<file path="config.mk">
export PLATFORM = sky130hd
export DESIGN_NAME = sam_sequence_nibble_packer
export DESIGN_NICKNAME = d
export VERILOG_FILES = /design/src/rtl/snp_pkg.sv /design/src/rtl/snp_in_reg.sv /design/src/rtl/snp_parser.sv /design/src/rtl/snp_out_buf.sv /design/src/rtl/sam_sequence_nibble_packer.sv
export VERILOG_INCLUDE_DIRS = /design/src /design/src/rtl
export SDC_FILE = /design/constraint.sdc
export NUM_CORES = 1
export LEC_CHECK = 0
export ABC_AREA = 1
export BUFFER_PORTS_ARGS = -buffer_cell sky130_fd_sc_hd__buf_2
export CORE_MARGIN = 2
export CORE_UTILIZATION = 62
export DETAILED_ROUTE_END_ITERATION = 10
export PLACE_DENSITY = 0.84
export SLEW_MARGIN = 10
export SYNTH_ARGS = -nofsm -noshare
export SYNTH_HDL_FRONTEND = slang
export SYNTH_SLANG_ARGS = --single-unit
</file>
<file path="constraint.sdc">
create_clock -name clk -period 6.5 [get_ports clk]
set_input_delay 0.975 -clock clk [delete_from_list [all_inputs] [get_ports clk]]
set_output_delay 0.975 -clock clk [all_outputs]
set_load 0.01 [all_outputs]
</file>
<file path="src/rtl/assert_macros.svh">
// Assertion macros shared by the RTL. All of them sample on clk and are
// disabled while rst_n is low.
`ifndef ASSERT_MACROS_SVH
`define ASSERT_MACROS_SVH

`ifndef SYNTH

`define SNP_ASSERT(lbl, expr) \
  lbl: assert property (@(posedge clk) disable iff (!rst_n) (expr)) \
    else $error("assertion failed");

`define SNP_ASSERT_IMP(lbl, ante, cons) \
  lbl: assert property (@(posedge clk) disable iff (!rst_n) (ante) |-> (cons)) \
    else $error("assertion failed");

`define SNP_ASSERT_NXT(lbl, ante, cons) \
  lbl: assert property (@(posedge clk) disable iff (!rst_n) (ante) |=> (cons)) \
    else $error("assertion failed");

`else

`define SNP_ASSERT(lbl, expr)
`define SNP_ASSERT_IMP(lbl, ante, cons)
`define SNP_ASSERT_NXT(lbl, ante, cons)

`endif

`endif

</file>
<file path="src/rtl/snp_pkg.sv">
package snp_pkg;

  localparam logic [7:0] CH_AT    = 8'h40;
  localparam logic [7:0] CH_TAB   = 8'h09;
  localparam logic [7:0] CH_NL    = 8'h0A;
  localparam logic [7:0] CH_NUL   = 8'h00;
  localparam logic [3:0] TABS_RST = 4'd9;

  localparam logic SEL_SEQ  = 1'b0;
  localparam logic SEL_NAME = 1'b1;

  typedef struct packed {
    logic [7:0] ch;
    logic       eoi;
  } snp_item_t;

  typedef struct packed {
    logic       sel;
    logic [7:0] ch;
    logic       last;
  } snp_res_t;

  typedef struct packed {
    logic [1:0] n;
    snp_res_t   r0;
    snp_res_t   r1;
  } snp_batch_t;

endpackage

</file>
<file path="src/rtl/snp_in_reg.sv">
module snp_in_reg import snp_pkg::*; (
  input  logic      clk,
  input  logic      rst_n,
  input  logic      in_tvalid,
  output logic      in_tready,
  input  logic [7:0] in_tdata,
  input  logic      in_tlast,
  input  logic      advance,
  output logic      item_valid,
  output snp_item_t item
);

  logic      valid_r;
  logic      valid_nxt;
  snp_item_t item_r;

  assign in_tready = !valid_r || advance;
  assign valid_nxt = in_tvalid || (valid_r && !advance);

  always_ff @(posedge clk) begin
    if (!rst_n) begin
      valid_r <= 1'b0;
    end else begin
      valid_r <= valid_nxt;
    end
  end

  always_ff @(posedge clk) begin
    if (in_tvalid && in_tready) begin
      item_r <= '{ch: in_tdata, eoi: in_tlast};
    end
  end

  assign item_valid = valid_r;
  assign item       = item_r;

endmodule

</file>
<file path="src/rtl/snp_parser.sv">
`include "assert_macros.svh"

module snp_parser import snp_pkg::*; (
  input  logic       clk,
  input  logic       rst_n,
  input  logic       cfg_wr_en,
  input  logic [3:0] cfg_wr_data,
  input  snp_item_t  item,
  input  logic       advance,
  output snp_batch_t batch
);

  typedef enum logic [6:0] {
    PH_HDR_CHECK = 7'b0000001,
    PH_HDR_SKIP  = 7'b0000010,
    PH_REC_START = 7'b0000100,
    PH_NAME      = 7'b0001000,
    PH_TABS      = 7'b0010000,
    PH_SEQ       = 7'b0100000,
    PH_REST      = 7'b1000000
  } phase_t;

  logic [3:0] tabs_r;
  phase_t     phase_r, phase_nxt;
  logic [3:0] tab_count_r, tab_count_nxt;
  logic [3:0] held_r, held_nxt;
  logic       pending_r, pending_nxt;
  logic       seen_r, seen_nxt;

  logic       nl_v, main_v, flush_v;
  snp_res_t   main_res, nl_res, flush_res;
  logic [3:0] tab_inc;
  logic [1:0] cnt;

  always_ff @(posedge clk) begin
    if (!rst_n) begin
      tabs_r <= TABS_RST;
    end else if (cfg_wr_en) begin
      tabs_r <= cfg_wr_data;
    end
  end

  assign tab_inc = tab_count_r + 4'd1;

  always_comb begin
    phase_nxt     = phase_r;
    tab_count_nxt = tab_count_r;
    held_nxt      = held_r;
    pending_nxt   = pending_r;
    seen_nxt      = seen_r;
    nl_v          = 1'b0;
    main_v        = 1'b0;
    main_res      = '{sel: SEL_SEQ, ch: CH_NUL, last: 1'b0};
    nl_res        = '{sel: SEL_SEQ, ch: CH_NL, last: 1'b0};

    case (phase_r)
      PH_HDR_CHECK, PH_REC_START: begin
        if (phase_r == PH_HDR_CHECK && item.ch == CH_AT) begin
          phase_nxt = PH_HDR_SKIP;
        end else begin
          nl_v     = seen_r;
          seen_nxt = 1'b1;
          main_v   = 1'b1;
          if (item.ch == CH_TAB) begin
            main_res      = '{sel: SEL_NAME, ch: CH_NUL, last: 1'b0};
            tab_count_nxt = 4'd1;
            phase_nxt     = (4'd1 >= tabs_r) ? PH_SEQ : PH_TABS;
          end else begin
            main_res  = '{sel: SEL_NAME, ch: item.ch, last: 1'b0};
            phase_nxt = PH_NAME;
          end
        end
      end
      PH_HDR_SKIP: begin
        if (item.ch == CH_NL) begin
          phase_nxt = PH_HDR_CHECK;
        end
      end
      PH_NAME: begin
        main_v = 1'b1;
        if (item.ch == CH_TAB) begin
          main_res      = '{sel: SEL_NAME, ch: CH_NUL, last: 1'b0};
          tab_count_nxt = 4'd1;
          phase_nxt     = (4'd1 >= tabs_r) ? PH_SEQ : PH_TABS;
        end else begin
          main_res = '{sel: SEL_NAME, ch: item.ch, last: 1'b0};
        end
      end
      PH_TABS: begin
        if (item.ch == CH_TAB) begin
          tab_count_nxt = tab_inc;
          if (tab_inc >= tabs_r) begin
            phase_nxt = PH_SEQ;
          end
        end
      end
      PH_SEQ: begin
        if (item.ch == CH_TAB) begin
          main_v      = pending_r;
          main_res    = '{sel: SEL_SEQ, ch: {held_r, 4'h0}, last: 1'b0};
          pending_nxt = 1'b0;
          held_nxt    = 4'h0;
          phase_nxt   = PH_REST;
        end else if (pending_r) begin
          main_v      = 1'b1;
          main_res    = '{sel: SEL_SEQ, ch: {held_r, item.ch[3:0]}, last: 1'b0};
          pending_nxt = 1'b0;
          held_nxt    = 4'h0;
        end else begin
          held_nxt    = item.ch[3:0];
          pending_nxt = 1'b1;
        end
      end
      PH_REST: begin
        if (item.ch == CH_NL) begin
          phase_nxt = PH_REC_START;
        end
      end
      default: begin
        phase_nxt = PH_HDR_CHECK;
      end
    endcase

    flush_v   = item.eoi && pending_nxt;
    flush_res = '{sel: SEL_SEQ, ch: {held_nxt, 4'h0}, last: 1'b0};

    if (item.eoi) begin
      phase_nxt     = PH_HDR_CHECK;
      tab_count_nxt = 4'd0;
      held_nxt      = 4'h0;
      pending_nxt   = 1'b0;
      seen_nxt      = 1'b0;
    end
  end

  // At most two of the three candidates are ever present.
  assign cnt = {1'b0, nl_v} + {1'b0, main_v} + {1'b0, flush_v};

  always_comb begin
    batch.n  = cnt;
    batch.r0 = nl_v ? nl_res : (main_v ? main_res : flush_res);
    batch.r1 = (nl_v && main_v) ? main_res : flush_res;
    batch.r0.last = (cnt == 2'd1);
    batch.r1.last = 1'b1;
  end

  always_ff @(posedge clk) begin
    if (!rst_n) begin
      phase_r     <= PH_HDR_CHECK;
      tab_count_r <= 4'd0;
      held_r      <= 4'h0;
      pending_r   <= 1'b0;
      seen_r      <= 1'b0;
    end else if (advance) begin
      phase_r     <= phase_nxt;
      tab_count_r <= tab_count_nxt;
      held_r      <= held_nxt;
      pending_r   <= pending_nxt;
      seen_r      <= seen_nxt;
    end
  end

  `SNP_ASSERT_IMP(a_pending_in_seq, pending_r, phase_r == PH_SEQ)

endmodule

</file>
<file path="src/rtl/snp_out_buf.sv">
`include "assert_macros.svh"

module snp_out_buf import snp_pkg::*; (
  input  logic       clk,
  input  logic       rst_n,
  input  logic       item_valid,
  input  snp_batch_t batch,
  output logic       advance,
  output logic       out_tvalid,
  input  logic       out_tready,
  output logic [7:0] out_tdata,
  output logic       out_tuser,
  output logic       out_tlast
);

  logic [1:0] cnt_r, cnt_nxt;
  snp_res_t   head_r, head_nxt;
  snp_res_t   tail_r, tail_nxt;
  logic       pop;
  logic [1:0] cnt_pop;

  assign pop     = out_tvalid && out_tready;
  assign cnt_pop = cnt_r - {1'b0, pop};
  assign advance = item_valid && (cnt_pop == 2'd0);

  always_comb begin
    cnt_nxt  = cnt_pop;
    head_nxt = head_r;
    tail_nxt = tail_r;
    if (advance) begin
      cnt_nxt  = batch.n;
      head_nxt = batch.r0;
      tail_nxt = batch.r1;
    end else if (pop) begin
      head_nxt = tail_r;
    end
  end

  always_ff @(posedge clk) begin
    if (!rst_n) begin
      cnt_r <= 2'd0;
    end else begin
      cnt_r <= cnt_nxt;
    end
  end

  always_ff @(posedge clk) begin
    head_r <= head_nxt;
    tail_r <= tail_nxt;
  end

  assign out_tvalid = (cnt_r != 2'd0);
  assign out_tdata  = head_r.ch;
  assign out_tuser  = head_r.sel;
  assign out_tlast  = head_r.last;

  `SNP_ASSERT(a_cnt_range, cnt_r != 2'd3)
  `SNP_ASSERT_IMP(a_no_overwrite, advance, cnt_pop == 2'd0)
  `SNP_ASSERT_NXT(a_drain_one, pop && cnt_r == 2'd2 && !advance, cnt_r == 2'd1)
  `SNP_ASSERT_IMP(a_last_when_single, out_tvalid && cnt_r == 2'd1, out_tlast)

endmodule

</file>
<file path="src/rtl/sam_sequence_nibble_packer.sv">
// SAM sequence nibble packer.
// The input channel carries one byte of SAM text per transaction in in_tdata,
// with in_tlast marking the final byte of the file. Header lines starting with
// '@' at the start of the file are skipped. Each read name goes out with
// out_tuser high, ended by a zero byte; the sequence field goes out with
// out_tuser low, packed two characters per byte (first in the high nibble).
// A newline separator precedes every record after the first. out_tlast marks
// the last result caused by one input byte; bytes may cause none.
// cfg_wr_en writes cfg_wr_data as the number of tabs before the sequence
// field; write it only while the block is idle.
// An accepted byte waits in the input register and is parsed combinationally;
// its results are registered in the result buffer. One byte is taken per cycle
// while each byte yields at most one result and the receiver keeps up; a byte
// with two results waits, as the buffer must drain before the next byte is parsed.
// A stalled receiver fills the result buffer and then the input register,
// after which in_tready drops. Synchronous reset clears the parser to the
// start-of-file state and sets the tab count to nine.
module sam_sequence_nibble_packer import snp_pkg::*; (
  input  logic       clk,
  input  logic       rst_n,
  input  logic       cfg_wr_en,
  input  logic [3:0] cfg_wr_data,
  input  logic       in_tvalid,
  output logic       in_tready,
  input  logic [7:0] in_tdata,   // [7:0] in_char
  input  logic       in_tlast,
  output logic       out_tvalid,
  input  logic       out_tready,
  output logic [7:0] out_tdata,  // [7:0] out_char
  output logic       out_tuser,  // [0] stream_sel
  output logic       out_tlast
);

  logic       item_valid;
  snp_item_t  item;
  logic       advance;
  snp_batch_t batch;

  snp_in_reg u_in_reg (
    .clk        (clk),
    .rst_n      (rst_n),
    .in_tvalid  (in_tvalid),
    .in_tready  (in_tready),
    .in_tdata   (in_tdata),
    .in_tlast   (in_tlast),
    .advance    (advance),
    .item_valid (item_valid),
    .item       (item)
  );

  snp_parser u_parser (
    .clk         (clk),
    .rst_n       (rst_n),
    .cfg_wr_en   (cfg_wr_en),
    .cfg_wr_data (cfg_wr_data),
    .item        (item),
    .advance     (advance),
    .batch       (batch)
  );

  snp_out_buf u_out_buf (
    .clk        (clk),
    .rst_n      (rst_n),
    .item_valid (item_valid),
    .batch      (batch),
    .advance    (advance),
    .out_tvalid (out_tvalid),
    .out_tready (out_tready),
    .out_tdata  (out_tdata),
    .out_tuser  (out_tuser),
    .out_tlast  (out_tlast)
  );

endmodule

</file>
==> impl_metrics.toml <==
[status]
outcome = "complete, no violations"

[synth]
synth_warnings = 0
synth_area_leaders = "edfxtp_1 29%, dfxtp_1 17%, nand2_1 12%"
synthesis.nets = 387
avgSynthCellArea_um2 = 7.92
synthArstFlopShare = 0
synth-main-ff-cell = "edfxtp_1"
synth-edff-count = 28
muxShareOfSynthArea = 0
ys_ff_latch = 52
synth_top_family_by_area = "simple AND/OR/NAND/NOR gates"
synth_fa_ha_area_frac = 0.0332
synth_area_leader_cell = "edfxtp_1"
synth-xor-area-share = 0.0118
synth_compound_area_frac = 0.0899
syn_area_um2 = 2870
yosys.area.top_type_share = 0.293
netlist_instances = 362
ys_seq_area_frac = 0.461
synthSimpleGateAreaFrac = 0.322
ys_types = 41

[die]
die_h_um = 72.0
ios = 30
start_util = 0.650
die_w_um = 72.0
die_area_um2 = 5190
core-area_um2 = 4410
num_rows = 24

[timing]
fmax_ghz = 0.341
maxSlewViolCount = 0
finalHoldViolCount = 0
setup_viol = 0
slew_headroom = 0.373
period_needed_ns = 2.93
final.setup.tns_ns = 0
rsz0062_at_grt = "false"
worst_slew_pin_slew_ns = 0.941
final.setup_skew_ns = 0.00610
period_share = 0.451

[clocking]
cts.path.max_buffers = 2
clock_latency_ns = 0.32
cts.clk_slew.worst_paths_ns = 0.09
cts_buffers = 5
post-cts-setup-buffers = 0
h-tree-depth = 2
clock_sinks = 52
cts_tree = "yes"
cts_root_buf = "clkbuf_8"
ctsHoldBuffers = 0
cts_resized = 0

[grt]
grt_use_met1 = 0.253
met3_usage = 0.0528
grt_pass1_wl_um = 9160
antenna_found_initial = 0
grt_busiest_layer = "met2"
grt_start_max_net_pins = 19
overflow = 0
use_met2 = 0.414
grt_pass1_vias = 2198
grt_usage = 0.224

[cells_and_area]
drive_gt1_frac = 0.163
mostFrequentLayoutCells = "95 x nand2_1, 47 x nor2_1, 46 x inv_1, 29 x buf_2, 28 x edfxtp_1"
final_common_cell = "nand2_1"
nNetsFinal = 417
fillers = 358
finalCoreUtilization = 0.709
antenna_cells = 0
syn_to_final_growth_pct = 9.12

[critical_path]
path_class = "primary input to output port"
crit_fanout = 3
crit_arrival_ns = 1.96
cp-end-kind = "output port"
worstRegToRegCells = 12
worstPathRequired_ns = 5.52
timing.rr.start = "u_out_buf.cnt_r[1]$_SDFF_PN0_"
rrSetupSlack_ns = 4.00
timing.rr.end = "u_parser.phase_r[6]$_SDFFE_PN0P_"
crit_path_start_kind = "primary input"

[detailed_routing]
avgRoutedWirePerCell_um = 12.1
num_vias = 2321
viasPerCell = 5.22
dr.pass1.iters = 4
drt_wl_total_um = 5380
ant_nets = 0
drtIter0Drc = 128
drc = 0

[place]
port_buffers = 29
gp_congestion = 0.918
dp_hpwl_um = 4190

[power_and_ir_drop]
clockPowerShare = 0.153
power_density_nw_per_um2 = 386
seqPwrFrac = 0.402
p_int_uw = 696
pwr-share-comb = 0.445
p_sw_uw = 513
switching_share = 0.424
leakage_nw = 1.43
ir_worst_vdd_v = 0.000235

[flow_run]
max-cap-violations = 0

[worst_hold_path]
hp-class = "flip-flop to flip-flop"
min_to = "u_parser.tabs_r[0]$_SDFFE_PN1P_"
min-delay-start = "u_parser.tabs_r[0]$_SDFFE_PN1P_"
whs_path_depth = 2
==> power by group through the flow <==
stage | Combinational [mW] | Clock [mW] | Sequential [mW]
6_report | 0.538 | 0.185 | 0.486
5_1_grt | 0.606 | 0.196 | 0.495
4_1_cts | 0.542 | 0.185 | 0.487
3_5_place_dp | 0.540 | 0 | 0.494
3_3_place_gp | 0.521 | 0 | 0.491
2_1_floorplan | 0.410 | 0 | 0.502
==> synthesized netlist by cell type (2+ instances only) <==
| master | n |
|---|---|
| nand2_1 | 95 |
| nor2_1 | 47 |
| inv_1 | 46 |
| edfxtp_1 | 28 |
| nand3_1 | 26 |
| dfxtp_1 | 24 |
| a21oi_1 | 21 |
| o21ai_0 | 12 |
| ha_1 | 6 |
| inv_2 | 4 |
| nand4_1 | 4 |
| nor2_2 | 4 |
| nor2_4 | 4 |
| nand2_4 | 3 |
| nand3_2 | 3 |
| o21ai_1 | 3 |
| a21oi_2 | 2 |
| a2bb2oi_1 | 2 |
| buf_2 | 2 |
| nand2_2 | 2 |
| nand3_4 | 2 |
| nand3b_1 | 2 |
| o22ai_1 | 2 |
==> cells by family after synthesis <==
group / Yosys count
flip-flops: 52
AND/OR/NAND/NOR: 196
adder cells (fa/ha/maj): 7
AO/OA/AOI/OAI: 46
XOR/XNOR: 3
buffers and inverters: 58
==> how the worst max path moves through the flow <==
stage	from	end	cells after the start
2_1_floorplan	out_tready	in_tready	6
3_3_place_gp	out_tready	in_tready	8
3_5_place_dp	out_tready	in_tready	8
4_1_cts	out_tready	in_tready	8
5_1_grt	out_tready	in_tready	8
6_report	out_tready	in_tready	8
==> worst max-delay path, cell delays in order <==
cell and delay (ns):
buf_2 0.09, nand2_1 0.07, inv_1 0.04, ha_1 0.22
xnor2_2 0.24, nand2_1 0.10, nand2_1 0.09, buf_2 0.13
==> layout make-up <==
type,count,area (µm²),share of cell area
flip-flops and latches,52,1320,0.422
multi-input cells,252,1310,0.419
inverters,52,200,0.0640
repair buffers,29,145,0.0464
clock buffers,5,68.8,0.0220
well taps,52,65.1,0.0208
clock inverters,3,18.8,0.00600
==> state kept, by name, summed over array words and instances (netlist names) <==
register and flops:
u_out_buf.out_tuser 1, u_parser.seen_r 1, u_in_reg.item_valid 1, u_out_buf.out_tlast 1, u_parser.phase_r 7, u_out_buf.cnt_r 2, u_out_buf.out_tdata 8, u_in_reg.item 9
u_parser.tabs_r 4, u_parser.tab_count_r 4, u_parser.pending_r 1, u_out_buf.tail_r 9, u_parser.held_r 4
==> routing by layer <==
| metal | wire length [µm] | vias to the layer above |
|---|---|---|
| met5 | 0 | - |
| met4 | 93 | 0 |
| met2 | 2760 | 63 |
| met1 | 2320 | 1022 |
| li1 | - | 1227 |
| met3 | 209 | 9 |
==> through the flow <==
| stage | power, mW | hold WS [ns] | setup WS (ns) | area (µm²) | instances |
|---|---|---|---|---|---|
| CTS | 1.21 | 0.475 | 3.55 | 3130 | 445 |
| global placement | 1.01 | 0.453 | 3.59 | 3040 | 437 |
| finish | 1.21 | 0.471 | 3.57 | 3130 | 445 |
| floorplan | 0.912 | 0.433 | 3.82 | 2870 | 362 |
| detailed placement | 1.03 | 0.451 | 3.56 | 3040 | 437 |
| global route | 1.30 | 0.491 | 3.45 | 3130 | 445 |
(Power assumes the default switching activity.)
